[src/rtl/esvt_pkg.sv]
// Shared constants and types for the eased sprite vertex transform.
package esvt_pkg;

   localparam int ANGLE_TABLE_BITS = 10;
   localparam int PHASE_W = ANGLE_TABLE_BITS + 2;
   localparam int SIN_LAT = 7;
   localparam int DIV_STEPS = 16;

   localparam logic [PHASE_W-1:0] QUARTER_PHASE = PHASE_W'(1 << ANGLE_TABLE_BITS);

   localparam logic [2:0] CSR_DURATION = 3'd0;
   localparam logic [2:0] CSR_MODE     = 3'd1;
   localparam logic [2:0] CSR_SHIFT_X  = 3'd2;
   localparam logic [2:0] CSR_SHIFT_Y  = 3'd3;
   localparam logic [2:0] CSR_ZOOM     = 3'd4;
   localparam logic [2:0] CSR_SPIN     = 3'd5;
   localparam logic [2:0] CSR_FADE     = 3'd6;
   localparam logic [2:0] CSR_CENTER   = 3'd7;

   localparam logic [1:0] MODE_LINEAR = 2'd1;
   localparam logic [1:0] MODE_COSINE = 2'd2;

   localparam logic [15:0] DURATION_RESET = 16'd1000;

   localparam logic [30:0] INV_PI_Q32 = 31'h517CC1B7;
   localparam logic [16:0] SIN_C1 = 17'd102954;
   localparam logic [15:0] SIN_C3 = 16'd42334;
   localparam logic [12:0] SIN_C5 = 13'd5223;
   localparam logic [8:0]  SIN_C7 = 9'd307;
   localparam logic [15:0] SIN_MAX = 16'd16384;

   localparam logic [16:0] W_ONE = 17'd65536;

   localparam logic signed [18:0] OUT_MAX = 19'sh3FFFF;
   localparam logic signed [18:0] OUT_MIN = 19'sh40000;

   typedef logic signed [15:0] trig_type;

endpackage

[src/rtl/esvt_sin.sv]
// Pipelined fixed-point sine of a phase, Q14 result, seven register stages.
module esvt_sin import esvt_pkg::*; (
   input  logic               clock,
   input  logic               en,
   input  logic [PHASE_W-1:0] phase,
   output trig_type           value
);

   localparam int B = ANGLE_TABLE_BITS;
   localparam logic [B:0] QUARTER = {1'b1, {B{1'b0}}};

   logic [1:0]  quad_in;
   logic [B:0]  off_in;
   logic [16:0] x_in;
   logic [33:0] sq;
   logic [25:0] prod3;
   logic [29:0] prod4;
   logic [32:0] prod5;
   logic [33:0] prod6;
   logic [12:0] t1_in;
   logic [15:0] t2_in;
   logic [16:0] t3_in;
   logic [16:0] s_in;
   logic [17:0] sr;
   logic [15:0] sq_round;
   logic [14:0] mag;
   trig_type    value_in;

   logic [1:0]  quad_ff [0:5];
   logic [16:0] x_ff    [0:4];
   logic [16:0] x2_ff   [0:2];
   logic [12:0] t1_ff;
   logic [15:0] t2_ff;
   logic [16:0] t3_ff;
   logic [16:0] s_ff;
   trig_type    value_ff;

   always_comb begin
      quad_in = phase[B+1:B];
      off_in  = quad_in[0] ? (QUARTER - {1'b0, phase[B-1:0]}) : {1'b0, phase[B-1:0]};
      x_in    = {off_in, {(16-B){1'b0}}};
      sq      = x_ff[0] * x_ff[0];
      prod3   = x2_ff[0] * SIN_C7;
      t1_in   = SIN_C5 - {3'b000, prod3[25:16]};
      prod4   = x2_ff[1] * t1_ff;
      t2_in   = SIN_C3 - {2'b00, prod4[29:16]};
      prod5   = x2_ff[2] * t2_ff;
      t3_in   = SIN_C1 - prod5[32:16];
      prod6   = x_ff[4] * t3_ff;
      s_in    = prod6[32:16];
      sr      = {1'b0, s_ff} + 18'd2;
      sq_round = sr[17:2];
      mag     = (sq_round > SIN_MAX) ? SIN_MAX[14:0] : sq_round[14:0];
      value_in = quad_ff[5][1] ? -$signed({1'b0, mag}) : $signed({1'b0, mag});
   end

   always_ff @(posedge clock) begin
      if (en) begin
         quad_ff[0] <= quad_in;
         x_ff[0]    <= x_in;
         for (int i = 1; i < 6; i++) begin
            quad_ff[i] <= quad_ff[i-1];
         end
         for (int i = 1; i < 5; i++) begin
            x_ff[i] <= x_ff[i-1];
         end
         x2_ff[0] <= sq[32:16];
         x2_ff[1] <= x2_ff[0];
         x2_ff[2] <= x2_ff[1];
         t1_ff    <= t1_in;
         t2_ff    <= t2_in;
         t3_ff    <= t3_in;
         s_ff     <= s_in;
         value_ff <= value_in;
      end
   end

   assign value = value_ff;

endmodule

[config.mk]
export PLATFORM = sky130hd
export DESIGN_NAME = esvt_sin
export DESIGN_NICKNAME = d
export VERILOG_FILES = /design/src/rtl/esvt_pkg.sv /design/src/rtl/esvt_sin.sv
export SDC_FILE = /design/constraint.sdc
export NUM_CORES = 2
export LEC_CHECK = 0
export ABC_AREA = 1
export BUFFER_PORTS_ARGS = -buffer_cell sky130_fd_sc_hd__buf_2
export CAP_MARGIN = 20
export CORE_MARGIN = 4
export CORE_UTILIZATION = 32
export CTS_CLUSTER_SIZE = 12
export DETAILED_ROUTE_END_ITERATION = 16
export GPL_TIMING_DRIVEN = 1
export PLACE_DENSITY = 0.53
export SLEW_MARGIN = 20
export SYNTH_ARGS = -nofsm -noshare
export SYNTH_HDL_FRONTEND = slang
export SYNTH_SLANG_ARGS = --single-unit
[constraint.sdc]
create_clock -name clock -period 8.3 [get_ports clock]
set_input_delay 1.245 -clock clock [delete_from_list [all_inputs] [get_ports clock]]
set_output_delay 1.245 -clock clock [all_outputs]
set_load 0.1 [all_outputs]
==> impl_metrics.toml <==
[die]
dieArea_sq_um = 121000
die_h_microns = 348
io_pins = 30
die-width_microns = 348
core_sq_um = 115000
initial_utilization_pct = 32.3
num_rows = 124

[min_path]
hold_class = "reg -> reg"
hp-start = "x_ff[0][28]"
hold_depth = 0
whs_endpoint = "x_ff[0][45]"

[timing]
drv_slew = 0
tns_ns = 0
worst_pin_slew_ns = 0.956
fin_crit_ns = 6.84
finalSetupViolations = 0
relSlewSlack_pct = 36.3
rsz0062_at_grt = "no"
min_period_over_period_pct = 82.5
clock_skew_ns = 0.0146
max_freq_mhz = 146
hold_violations = 0

[global_routing]
grt_busiest_layer = "met2"
met2_usage_pct = 26.3
antenna_found_initial = 2
grt_pass1_wl_microns = 150000
grt_usage_pct = 15.4
grt_max_degree = 72
grt_pass1_vias = 28366
grt-ovfl-total = 0
grt_util_met1_pct = 21.1
use_met3_pct = 1.68

[synth]
yosysTopAreaCell = "fa_1"
ys_types = 50
synthCells = 4606
synth_commonest_cells = "inv_1 (1265), nand2_1 (1229), fa_1 (590), ha_1 (433), edfxtp_1 (188)"
ys.flop_type = "edfxtp_1"
synthArstFlopShare_pct = 0
synth_top_area_share_pct = 31.9
ys_seq_elements = 188
synth_warnings = 0
yosysSeqAreaShare_pct = 15.2
avgSynthCellArea_sq_um = 8.04
yosysMostFrequentCell = "inv_1"
synthesis.area_sq_um = 37000
syn_nets = 5643
synth_area_leaders = "fa_1 (32%), edfxtp_1 (15%), ha_1 (15%), inv_1 (13%), nand2_1 (12%)"
synth_edf_count = 188

[finish]
area_delta_synth_final_pct = 5.60
nNetsFinal = 5542
drive_above_1_share_pct = 2.55
antenna_cells = 0
design_area_sq_um = 39100

[job]
max_cap_violations = 0

[drt]
num_vias = 27162
wl_per_cell_microns = 14.8
totalWireLength_microns = 89400
ant_nets = 0
drtIter0Drc = 1489
drt_first_pass_iters = 6
drcViolationCount = 0
vias_per_cell = 4.51

[status]
status = "complete, no violations"

[place]
portBuffers = 29
place_congestion = 0.860
place_area_sq_um = 38500
place.detailed.hpwl_microns = 73800

[cts]
cts_buffers = 17
cts_tree = "yes"
clock_sinks = 188
clk_pin_slew_ns = 0.07
clk_path_buf_depth = 2
postCtsSetupBuffers = 0
cts_resized = 0
hold_buffers = 0
root_buffer = "clkbuf_16"
insertion_delay_ns = 0.51
cts.htree.levels = 4

[setup_path]
crit_type = "reg -> reg"
r2r_cells = 28
r2r_slack_ns = 1.46
cp-start-kind = "flop"
reg2reg_from = "x2_ff[0][41]"
path_delay_family = "adder cells"
cpMostUsedCell = "nand2_1"
end_kind = "flop"
cp.buffers_inverters = 6
cp.required_ns = 8.56
r2r_end = "t3_ff[10]"
crit_slowest_cell = "edfxtp_1"
worstPathArrival_ns = 7.11
slowest_delay_ns = 0.91
critical_path.max_fanout = 16
-- logic make-up (layout without fill, tap and decap cells) --
group	after synthesis	in the layout	share of synthesized area (%)
fa+ha+maj	1023	1023	46.5
simple gates	1633	1633	17.8
compound gates	246	246	3.77
xor+xnor	89	89	2.10
flops	188	188	15.2
buf+inv	1427	1338	14.5
-- registers in the layout, summed over array words and instances, names as in the netlist --
signal   flops
quad_ff      6
s_ff        16
t1_ff       11
t2_ff       16
t3_ff       17
value       16
x2_ff       51
x_ff        55
-- how the worst max path moves through the flow --
stage | startpoint | end | slack [ns] | cells past startpoint
after floorplan | t2_ff[7] | t3_ff[16] | 2.27 | 30
after global routing | x2_ff[0][41] | t3_ff[16] | 0.97 | 28
after CTS | x2_ff[0][41] | t3_ff[16] | 1.45 | 28
final | x2_ff[0][41] | t3_ff[10] | 1.46 | 28
after global placement | x2_ff[0][40] | t3_ff[16] | 1.45 | 28
after detailed placement | x2_ff[0][41] | t3_ff[16] | 1.46 | 28
-- per-layer routing --
layer	vias up	routed length [microns]
met1	13256	42300
met2	435	42800
met5	-	0
met3	63	3060
li1	13408	-
met4	0	1250
-- layout by cell type, fill, tap and decap left out, types with 4 or more instances in the layout --
cell type / n
inv_1: 1265
nand2_1: 1229
fa_1: 590
ha_1: 433
edfxtp_1: 188
nor2_1: 161
a21oi_1: 118
nand3_1: 116
xor2_1: 65
o21ai_0: 64
nor3_1: 34
nand4_1: 32
buf_2: 28
xnor2_1: 24
o21bai_1: 17
clkbuf_16: 17
nand3b_1: 15
nand2_2: 12
nor2_2: 11
a21o_1: 9
a31oi_1: 9
buf_4: 7
or2_2: 5
o21ai_1: 5
inv_2: 5
nor4_1: 4
nand3_2: 4
nor2_4: 4
o31ai_1: 4
-- final cells by class --
cell class / instances / area, sq um
Multi-Input combinational cell: 2991 / 26000
Sequential cell: 188 / 5650
Tap cell: 1512 / 1890
Inverter: 1271 / 4770
Clock buffer: 18 / 429
Fill cell: 12106 / 75500
Timing Repair Buffer: 36 / 206
Clock inverter: 13 / 153
-- per-stage QoR --
stage | cells | hold WS, ns | worst slack (ns) | utilization [%]
2_1_floorplan | 4606 | 0.400 | 2.27 | -
3_3_place_gp | 5998 | 0.400 | 1.45 | 33.6
3_5_place_dp | 5998 | 0.405 | 1.46 | 33.6
4_1_cts | 6029 | 0.423 | 1.45 | 34.1
5_1_grt | 6029 | 0.425 | 0.969 | 34.1
6_report | 6029 | 0.420 | 1.46 | 34.1
Power is not shown: default switching activity piles up to over one toggle a cycle in this logic, so the estimate is an artifact.
